--- config.mk ---
export PLATFORM = sky130hd
export DESIGN_NAME = lru_evictor_with_pin_counts
export DESIGN_NICKNAME = d
export VERILOG_FILES = /design/src/rtl/core/lru_ev_pkg.sv /design/src/rtl/core/lru_evictor_with_pin_counts.sv /design/src/rtl/core/lru_ev_cell.sv
export SDC_FILE = /design/constraint.sdc
export NUM_CORES = 2
export LEC_CHECK = 0
export BUFFER_PORTS_ARGS = -buffer_cell sky130_fd_sc_hd__clkbuf_2
export CAP_MARGIN = 40
export CORE_ASPECT_RATIO = 0.9
export CORE_MARGIN = 3
export CORE_UTILIZATION = 39
export DETAILED_ROUTE_END_ITERATION = 10
export HOLD_SLACK_MARGIN = 0.03
export PLACE_DENSITY = 0.66
export SLEW_MARGIN = 20
export SYNTH_ARGS = -nofsm -noshare
export SYNTH_HDL_FRONTEND = slang
export SYNTH_SLANG_ARGS = --single-unit
--- constraint.sdc ---
create_clock -name clk_i -period 10.5 [get_ports clk_i]
set_clock_uncertainty 0.2 [all_clocks]
set_input_delay 2.1 -clock clk_i [delete_from_list [all_inputs] [get_ports clk_i]]
set_output_delay 2.1 -clock clk_i [all_outputs]
set_load 0.01 [all_outputs]
--- src/rtl/core/lru_ev_pkg.sv ---
// lru evictor package: sizes, command and result codes, cell status struct
// used by all modules of the lru evictor block
package lru_ev_pkg;
  localparam int unsigned Entries   = 16;
  localparam int unsigned SlotBits  = 4;
  localparam int unsigned AgeBits   = 4;
  localparam int unsigned TotBits   = 5;
  localparam int unsigned KeyBits   = 32;
  localparam int unsigned CountBits = 16;

  localparam logic [1:0] CmdLookup  = 2'd0;
  localparam logic [1:0] CmdRelease = 2'd1;
  localparam logic [1:0] CmdDrain   = 2'd2;
  localparam logic [1:0] CmdUnused  = 2'd3;

  localparam logic [2:0] KindHit      = 3'd0;
  localparam logic [2:0] KindInserted = 3'd1;
  localparam logic [2:0] KindRefused  = 3'd2;
  localparam logic [2:0] KindFull     = 3'd3;
  localparam logic [2:0] KindReleased = 3'd4;
  localparam logic [2:0] KindDrained  = 3'd5;
  localparam logic [2:0] KindEvicted  = 3'd6;
  localparam logic [2:0] KindBadRel   = 3'd7;

  // per-cell operation issued by the sequencer
  typedef enum logic [2:0] {
    OpNone, OpHit, OpInsert, OpRelease, OpEvict, OpCompact
  } cell_op_e;

  typedef struct packed {
    cell_op_e             op;
    logic [SlotBits-1:0]  slot;      // slot addressed by hit/insert/release/evict
    logic [AgeBits-1:0]   age;       // age of the hit entry, or evicted age
    logic [KeyBits-1:0]   key;
  } cell_ctl_t;

  typedef struct packed {
    logic                 valid;
    logic [KeyBits-1:0]   key;
    logic [CountBits-1:0] uses;
    logic [AgeBits-1:0]   age;
  } cell_st_t;
endpackage

--- src/rtl/core/lru_evictor_with_pin_counts.sv ---
// lru evictor with pin counts: lookup/release/drain over a row of 16 entry cells
// the input word is captured on acceptance; its result is registered in StCmd;
// a command is taken only in StIdle; in_stall_o is high in every other state;
// release and drain go on to the eviction scan, which walks one age per cycle
// while the output is not stalled, oldest first, with a StCompact step after
// each eviction; reset empties the table, clears draining, sets size_limit to 16
module lru_evictor_with_pin_counts (
  input  logic        clk_i,
  input  logic        rst_ni,
  input  logic        cfg_we_i,
  input  logic [4:0]  cfg_wdata_i,
  input  logic        in_valid_i,
  output logic        in_stall_o,
  input  logic [1:0]  cmd_i,
  input  logic [31:0] key_i,
  input  logic        create_ok_i,
  input  logic [3:0]  slot_i,
  output logic        out_valid_o,
  input  logic        out_stall_i,
  output logic [2:0]  kind_o,
  output logic [3:0]  slot_res_o,
  output logic [31:0] key_res_o,
  output logic [15:0] use_count_o,
  output logic        last_o
);
  import lru_ev_pkg::*;

  typedef enum logic [1:0] {
    StIdle, StCmd, StScan, StCompact
  } state_e;

  state_e               state_q;
  logic [4:0]           limit_q;
  logic                 drain_q;
  logic [TotBits-1:0]   total_q;
  logic [TotBits-1:0]   age_q;      // next age to examine, plus one
  logic [1:0]           cmd_q;
  logic [KeyBits-1:0]   key_q;
  logic                 create_q;
  logic [SlotBits-1:0]  slot_q;
  logic [AgeBits-1:0]   gap_q;      // age of evicted entry for compact
  cell_ctl_t            ctl;
  cell_st_t             st [Entries];

  // output word register
  logic                 ov_q;
  logic [2:0]           kind_q;
  logic [SlotBits-1:0]  oslot_q;
  logic [KeyBits-1:0]   okey_q;
  logic [CountBits-1:0] ouse_q;
  logic                 olast_q;

  // next output word
  logic                 ld;
  logic [2:0]           w_kind;
  logic [SlotBits-1:0]  w_slot;
  logic [KeyBits-1:0]   w_key;
  logic [CountBits-1:0] w_use;
  logic                 w_last;

  // row of entry cells
  for (genvar g = 0; g < Entries; g++) begin : g_cell
    lru_ev_cell u_cell (
      .clk_i (clk_i),
      .rst_ni(rst_ni),
      .idx_i (SlotBits'(g)),
      .ctl_i (ctl),
      .st_o  (st[g])
    );
  end

  // match searches across the row
  logic                hit_f, free_f, age_f;
  logic [SlotBits-1:0] hit_s, free_s, age_s;
  always_comb begin
    hit_f = 1'b0; free_f = 1'b0; age_f = 1'b0;
    hit_s = '0; free_s = '0; age_s = '0;
    for (int i = Entries - 1; i >= 0; i--) begin
      if (st[i].valid && st[i].key == key_q) begin
        hit_f = 1'b1; hit_s = SlotBits'(i);
      end
      if (!st[i].valid) begin
        free_f = 1'b1; free_s = SlotBits'(i);
      end
      if (st[i].valid && {1'b0, st[i].age} == age_q - 1'b1) begin
        age_f = 1'b1; age_s = SlotBits'(i);
      end
    end
  end

  logic [4:0] lim;
  assign lim = drain_q ? 5'd0 : limit_q;

  // limit in force for the scan that follows the command word
  logic [4:0] lim_cmd;
  assign lim_cmd = (drain_q || cmd_q == CmdDrain) ? 5'd0 : limit_q;

  logic       more;     // another age at or above the limit is left to examine
  assign more = (age_q > lim);

  logic       st_out_free;
  assign st_out_free = !ov_q || !out_stall_i;

  // evictions that follow the command word, or the current eviction word
  logic evict_cmd, evict_after;
  always_comb begin
    evict_cmd   = 1'b0;
    evict_after = 1'b0;
    for (int i = 0; i < Entries; i++) begin
      if (st[i].valid && {1'b0, st[i].age} >= lim_cmd
          && (st[i].uses == '0
              || (cmd_q == CmdRelease && slot_q == SlotBits'(i)
                  && st[i].uses == {{(CountBits-1){1'b0}}, 1'b1})))
        evict_cmd = 1'b1;
      if (st[i].valid && st[i].uses == '0 && {1'b0, st[i].age} >= lim
          && {1'b0, st[i].age} < age_q - 1'b1)
        evict_after = 1'b1;
    end
  end

  // cell control
  always_comb begin
    ctl = '{op: OpNone, slot: slot_q, age: '0, key: key_q};
    unique case (state_q)
      StCmd: begin
        if (st_out_free) begin
          if (cmd_q == CmdLookup && hit_f) begin
            ctl.op = OpHit; ctl.slot = hit_s; ctl.age = st[hit_s].age;
          end else if (cmd_q == CmdLookup && create_q && free_f) begin
            ctl.op = OpInsert; ctl.slot = free_s;
          end else if (cmd_q == CmdRelease) begin
            ctl.op = OpRelease;
          end
        end
      end
      StScan: begin
        if (st_out_free && more && age_f && st[age_s].uses == '0) begin
          ctl.op = OpEvict; ctl.slot = age_s;
        end
      end
      StCompact: begin
        ctl.op = OpCompact; ctl.age = gap_q;
      end
      default: ;
    endcase
  end

  // output word for the command or for an eviction
  always_comb begin
    ld     = 1'b0;
    w_kind = KindHit;
    w_slot = '0;
    w_key  = key_q;
    w_use  = '0;
    w_last = 1'b1;
    unique case (state_q)
      StCmd: begin
        ld = st_out_free;
        if (cmd_q == CmdLookup) begin
          if (hit_f) begin
            w_kind = KindHit;
            w_slot = hit_s;
            w_use  = (st[hit_s].uses == '1) ? st[hit_s].uses
                                             : st[hit_s].uses + 1'b1;
          end else if (!create_q) begin
            w_kind = KindRefused;
          end else if (!free_f) begin
            w_kind = KindFull;
          end else begin
            w_kind = KindInserted;
            w_slot = free_s;
            w_use  = {{(CountBits-1){1'b0}}, 1'b1};
          end
        end else if (cmd_q == CmdDrain) begin
          w_kind = KindDrained;
          w_key  = '0;
          w_last = !evict_cmd;
        end else begin
          w_slot = slot_q;
          w_key  = st[slot_q].valid ? st[slot_q].key : '0;
          w_use  = st[slot_q].valid ? st[slot_q].uses : '0;
          w_last = !evict_cmd;
          if (st[slot_q].valid && st[slot_q].uses != '0) begin
            w_kind = KindReleased;
            w_use  = st[slot_q].uses - 1'b1;
          end else begin
            w_kind = KindBadRel;
          end
        end
      end
      StScan: begin
        ld     = (ctl.op == OpEvict);
        w_kind = KindEvicted;
        w_slot = age_s;
        w_key  = st[age_s].key;
        w_last = !evict_after;
      end
      default: ;
    endcase
  end

  assign in_stall_o = (state_q != StIdle);

  // sequencer and output word
  always_ff @(posedge clk_i or negedge rst_ni) begin
    if (!rst_ni) begin
      state_q <= StIdle;
      limit_q <= 5'd16;
      drain_q <= 1'b0;
      total_q <= '0;
      age_q   <= '0;
      gap_q   <= '0;
      ov_q    <= 1'b0;
      kind_q  <= KindHit;
      oslot_q <= '0;
      okey_q  <= '0;
      ouse_q  <= '0;
      olast_q <= 1'b0;
    end else begin
      if (cfg_we_i) limit_q <= cfg_wdata_i;
      ov_q <= ld || (ov_q && out_stall_i);
      if (ld) begin
        kind_q  <= w_kind;
        oslot_q <= w_slot;
        okey_q  <= w_key;
        ouse_q  <= w_use;
        olast_q <= w_last;
      end
      unique case (state_q)
        StIdle: begin
          if (in_valid_i && cmd_i != CmdUnused) state_q <= StCmd;
        end
        StCmd: begin
          if (st_out_free) begin
            age_q <= total_q;
            if (cmd_q == CmdLookup) begin
              if (!hit_f && create_q && free_f) total_q <= total_q + 1'b1;
              state_q <= StIdle;
            end else begin
              if (cmd_q == CmdDrain) drain_q <= 1'b1;
              state_q <= StScan;
            end
          end
        end
        StScan: begin
          if (st_out_free) begin
            if (!more) begin
              state_q <= StIdle;
            end else begin
              age_q <= age_q - 1'b1;
              if (ctl.op == OpEvict) begin
                gap_q   <= st[age_s].age;
                total_q <= total_q - 1'b1;
                state_q <= StCompact;
              end
            end
          end
        end
        StCompact: begin
          state_q <= StScan;
        end
        default: state_q <= StIdle;
      endcase
    end
  end

  // capture the input word
  always_ff @(posedge clk_i) begin
    if (state_q == StIdle && in_valid_i) begin
      cmd_q    <= cmd_i;
      key_q    <= key_i;
      create_q <= create_ok_i;
      slot_q   <= slot_i;
    end
  end

  assign out_valid_o = ov_q;
  assign kind_o      = kind_q;
  assign slot_res_o  = oslot_q;
  assign key_res_o   = okey_q;
  assign use_count_o = ouse_q;
  assign last_o      = olast_q;
endmodule

--- src/rtl/core/lru_ev_cell.sv ---
// lru evictor cell: one table entry with valid, key, use count and age
// depends on lru_ev_pkg
module lru_ev_cell (
  input  logic                  clk_i,
  input  logic                  rst_ni,
  input  logic [lru_ev_pkg::SlotBits-1:0] idx_i,
  input  lru_ev_pkg::cell_ctl_t ctl_i,
  output lru_ev_pkg::cell_st_t  st_o
);
  import lru_ev_pkg::*;

  logic                 valid_q, valid_d;
  logic [KeyBits-1:0]   key_q, key_d;
  logic [CountBits-1:0] uses_q, uses_d;
  logic [AgeBits-1:0]   age_q, age_d;
  logic                 me;

  assign me = (ctl_i.slot == idx_i);

  // apply the broadcast operation to this entry
  always_comb begin
    valid_d = valid_q;
    key_d   = key_q;
    uses_d  = uses_q;
    age_d   = age_q;
    unique case (ctl_i.op)
      OpHit: begin
        if (me) begin
          age_d = '0;
          if (uses_q != '1) uses_d = uses_q + 1'b1;
        end else if (valid_q && age_q < ctl_i.age) begin
          age_d = age_q + 1'b1;
        end
      end
      OpInsert: begin
        if (me) begin
          valid_d = 1'b1;
          key_d   = ctl_i.key;
          uses_d  = {{(CountBits-1){1'b0}}, 1'b1};
          age_d   = '0;
        end else if (valid_q) begin
          age_d = age_q + 1'b1;
        end
      end
      OpRelease: begin
        if (me && valid_q && uses_q != '0) uses_d = uses_q - 1'b1;
      end
      OpEvict: begin
        if (me) begin
          valid_d = 1'b0;
          uses_d  = '0;
          age_d   = '0;
        end
      end
      OpCompact: begin
        // an evicted age below this one closes the gap
        if (valid_q && age_q > ctl_i.age) age_d = age_q - 1'b1;
      end
      default: ;
    endcase
  end

  always_ff @(posedge clk_i or negedge rst_ni) begin
    if (!rst_ni) begin
      valid_q <= 1'b0;
      uses_q  <= '0;
      age_q   <= '0;
    end else begin
      valid_q <= valid_d;
      uses_q  <= uses_d;
      age_q   <= age_d;
    end
  end

  always_ff @(posedge clk_i) begin
    key_q <= key_d;
  end

  assign st_o = '{valid: valid_q, key: key_q, uses: uses_q, age: age_q};
endmodule

==> flow_metrics.tcl <==
set metrics [dict create \
    whs_path_depth 1 \
    max_slew_margin 0.257 \
    start_util 0.393 \
    rr_startpoint "key_q[0]$_DFFE_PP_" \
    cts_tree "built" \
    final_cell_mix "nand2_1 (914), edfxtp_1 (551), nor2_1 (448)" \
    ys_ff_latch 966 \
    reg2reg_slack_ns 1.90 \
    core_um2 191000 \
    cts_inserted_buffers 117 \
    drt-pass1-iter-count 9 \
    num_rows 152 \
    rsz0062_at_grt "no" \
    post_cts_buffers 0 \
    dpl_cell_area_um2 79100 \
    worstSkewPairLatency_ns 0.85 \
    final.setup.tns_ns 0 \
    wire_per_inst_um 35.8 \
    vias 73600 \
    synthesis.area_per_instance_um2 9.45 \
    fin_util 0.437 \
    vias_per_cell 7.00 \
    power.density_nw_per_um2 223 \
    drc 0 \
    layout_commonest_cell "nand2_1" \
    holdBufCountCts 0 \
    die_width_um 469 \
    clk_pin_slew_ns 0.06 \
    ys.flop_type "edfxtp_1" \
    grt_pass1_vias 65600 \
    leakage_uw 0.0307 \
    place_ws_ns 2.37 \
    die-area_um2 198000 \
    setup_viol 0 \
    area_growth_pct 11.0 \
    worstHoldEndpoint "gap_q[2]$_DFFE_PN0P_" \
    hold_start "gap_q[2]$_DFFE_PN0P_" \
    setup_ws_ns 1.90 \
    crit_start "key_q[0]$_DFFE_PP_" \
    netlist_area_um2 75100 \
    start_kind "flip-flop" \
    fill_cells 18300 \
    peakVddDrop_mv 0.155 \
    yosysWarnings 0 \
    post_cts_resize_count 0 \
    overflow 0 \
    tightest_slew_ns 1.11 \
    drv_slew 0 \
    die_y_um 422 \
    critical_path.cell_chain "xnor2_1 -> o21ai_0 -> nor4_1 -> nand4_1 -> nand2_1 -> a311oi_1 -> o32ai_4 -> buf_4 -> a211oi_1 -> o21ai_0 -> o21ai_0 -> a22oi_1 -> buf_4 -> ha_1 -> nor2b_1 -> o21a_1 -> o21ai_0 -> nand2b_1 -> nand2_1 -> a31oi_1 -> a211o_1 -> o31ai_1 -> o31ai_1" \
    cts_buffer_depth 3 \
    synthCells 7948 \
    root_buffer "clkbuf_16" \
    endpoint_kind "flip-flop" \
    ios 107 \
    cp.arrival_ns 9.00 \
    path_common_cell "o21ai_0" \
    clock_sinks 966 \
    antenna_found_initial 42 \
    async_reset_ff_frac 0.430 \
    drive_gt1_frac 0.126 \
    syn-num-nets 8360 \
    grt_first_pass_wirelength_mm 521 \
    grt_max_degree 167 \
    max_stage_delay_ns 0.91 \
    whs_ns 0.290 \
    slowest_stage "o32ai_4" \
    io_buffers 106 \
    cap_violations 0 \
    finalCriticalPeriod_ns 8.60 \
    finalHoldViolations 0 \
    final_nets 8258 \
    netlist.top_cell.by_area "edfxtp_1" \
    post-dp-hpwl_mm 278 \
    reg2reg_depth 23 \
    yosysUniqueCellTypes 112 \
    cts.htree.levels 3 \
    required_ns 10.90 \
    first_iter_violations 13000 \
    postRouteAntennaNets 0 \
    synth-seq-area-share 0.358 \
    synth.area.top_cells "edfxtp_1 (22%), dfrtp_1 (14%), mux4_2 (7.4%), ha_1 (6.0%), nand2_1 (4.6%)" \
    worstSetupPathType "reg2reg" \
    finalCritPeriodShare 0.819 \
    drt_wl_total_mm 376 \
    max_freq_ghz 0.116 \
    status "finished, final reports clean" \
    synth_edf_count 551 \
    grt_usage 0.366 \
    yosysTopAreaCellShare 0.220 \
    crit_fanout 16 \
    post-route-cell-area_um2 83400 \
    hold_path.class "reg2reg" \
    worstReg2RegEnd "g_cell[5].u_cell.age_q[2]$_DFFE_PN0P_" \
    place.gp.congestion 1.07 \
]
routing by layer:
metal | up-vias | part of all wire | GRT usage
li1 | 30300 | - | -
met1 | 36500 | 0.39 | 0.501
met2 | 5850 | 0.39 | 0.486
met3 | 928 | 0.17 | 0.173
met4 | 28 | 0.055 | 0.159
met5 | - | 0.00082 | 0.00415
final cells by class:
type,instances,area (um^2),area share
diodes,20,50.0,0.000600
clock buffers,154,3180,0.0381
clock inverters,66,825,0.00988
inverters,117,442,0.00529
multi-input cells,6219,45400,0.544
flip-flops and latches,966,26900,0.323
well taps,2541,3180,0.0381
repair buffers,425,3420,0.0410
power by group:
| part | leakage, uW | switching, uW | internal, uW |
|---|---|---|---|
| logic | 0.0184 | 5940 | 2920 |
| registers | 0.0104 | 900 | 4470 |
| clock network | 0.00194 | 1880 | 2460 |
| total | 0.0307 | 8720 | 9850 |
synthesized netlist by cell type, types with 119 or more instances:
cell type / n
a21oi_1: 448
a22oi_1: 130
a311oi_1: 119
a31oi_1: 123
and3_1: 238
clkbuf_1: 461
dfrtp_1: 414
edfxtp_1: 551
ha_1: 362
mux2i_1: 249
mux4_2: 246
nand2_1: 916
nand3_1: 189
nand4_1: 142
nor2_1: 465
nor3_1: 161
nor4_1: 191
o21ai_0: 398
o22ai_1: 150
o31ai_1: 145
xnor2_1: 228
xor2_1: 315
flip-flops by register name, summed over array words and instances, names as in the netlist, 2 cells and up:
register / count
limit_q: 5
g_cell.u_cell.uses_q: 256
total_q: 5
gap_q: 4
slot_res_o: 4
kind_o: 3
slot_q: 4
age_q: 5
state_q: 2
key_res_o: 32
use_count_o: 16
g_cell.u_cell.valid_q: 16
key_q: 32
g_cell.u_cell.age_q: 64
cmd_q: 2
g_cell.u_cell.key_q: 512
worst max-delay path by stage:
| stage | end | slack, ns | depth (start not counted) |
|---|---|---|---|
| finish | g_cell[5].u_cell.age_q[2]$_DFFE_PN0P_ | 1.90 | 23 |
| global route | g_cell[5].u_cell.age_q[2]$_DFFE_PN0P_ | 1.69 | 23 |
| CTS | g_cell[5].u_cell.age_q[2]$_DFFE_PN0P_ | 2.26 | 23 |
| detailed placement | g_cell[8].u_cell.key_q[26]$_DFFE_PP_ | 2.37 | 19 |
| global placement | g_cell[7].u_cell.uses_q[8]$_DFFE_PN0P_ | 2.06 | 20 |
| floorplan | g_cell[11].u_cell.key_q[0]$_DFFE_PP_ | 2.40 | 19 |
cell families after synthesis:
kind of cell    Yosys count  share of synthesized area
buf+inv                 763                     0.0421
flops                   966                      0.358
simple gates           2697                      0.177
fa+ha+maj               363                     0.0605
xor+xnor                544                     0.0635
mux                     524                      0.111
compound gates         2091                      0.187
per-stage QoR:
step | total power [uW] | std cells
floorplan | 10100 | 7948
global placement | 13500 | 10200
detailed placement | 13700 | 10200
CTS | 18100 | 10500
global route | 19200 | 10500
finish | 18600 | 10500
critical path, delay by kind of cell (launching register included):
family,cells,cell delay [ns]
simple gates,6,1.84
buf+inv,2,0.72
xor+xnor,1,0.60
fa+ha+maj,1,0.30
flops,1,0.65
compound gates,13,4.02
No activity file was read; power rests on OpenSTA's default activity.
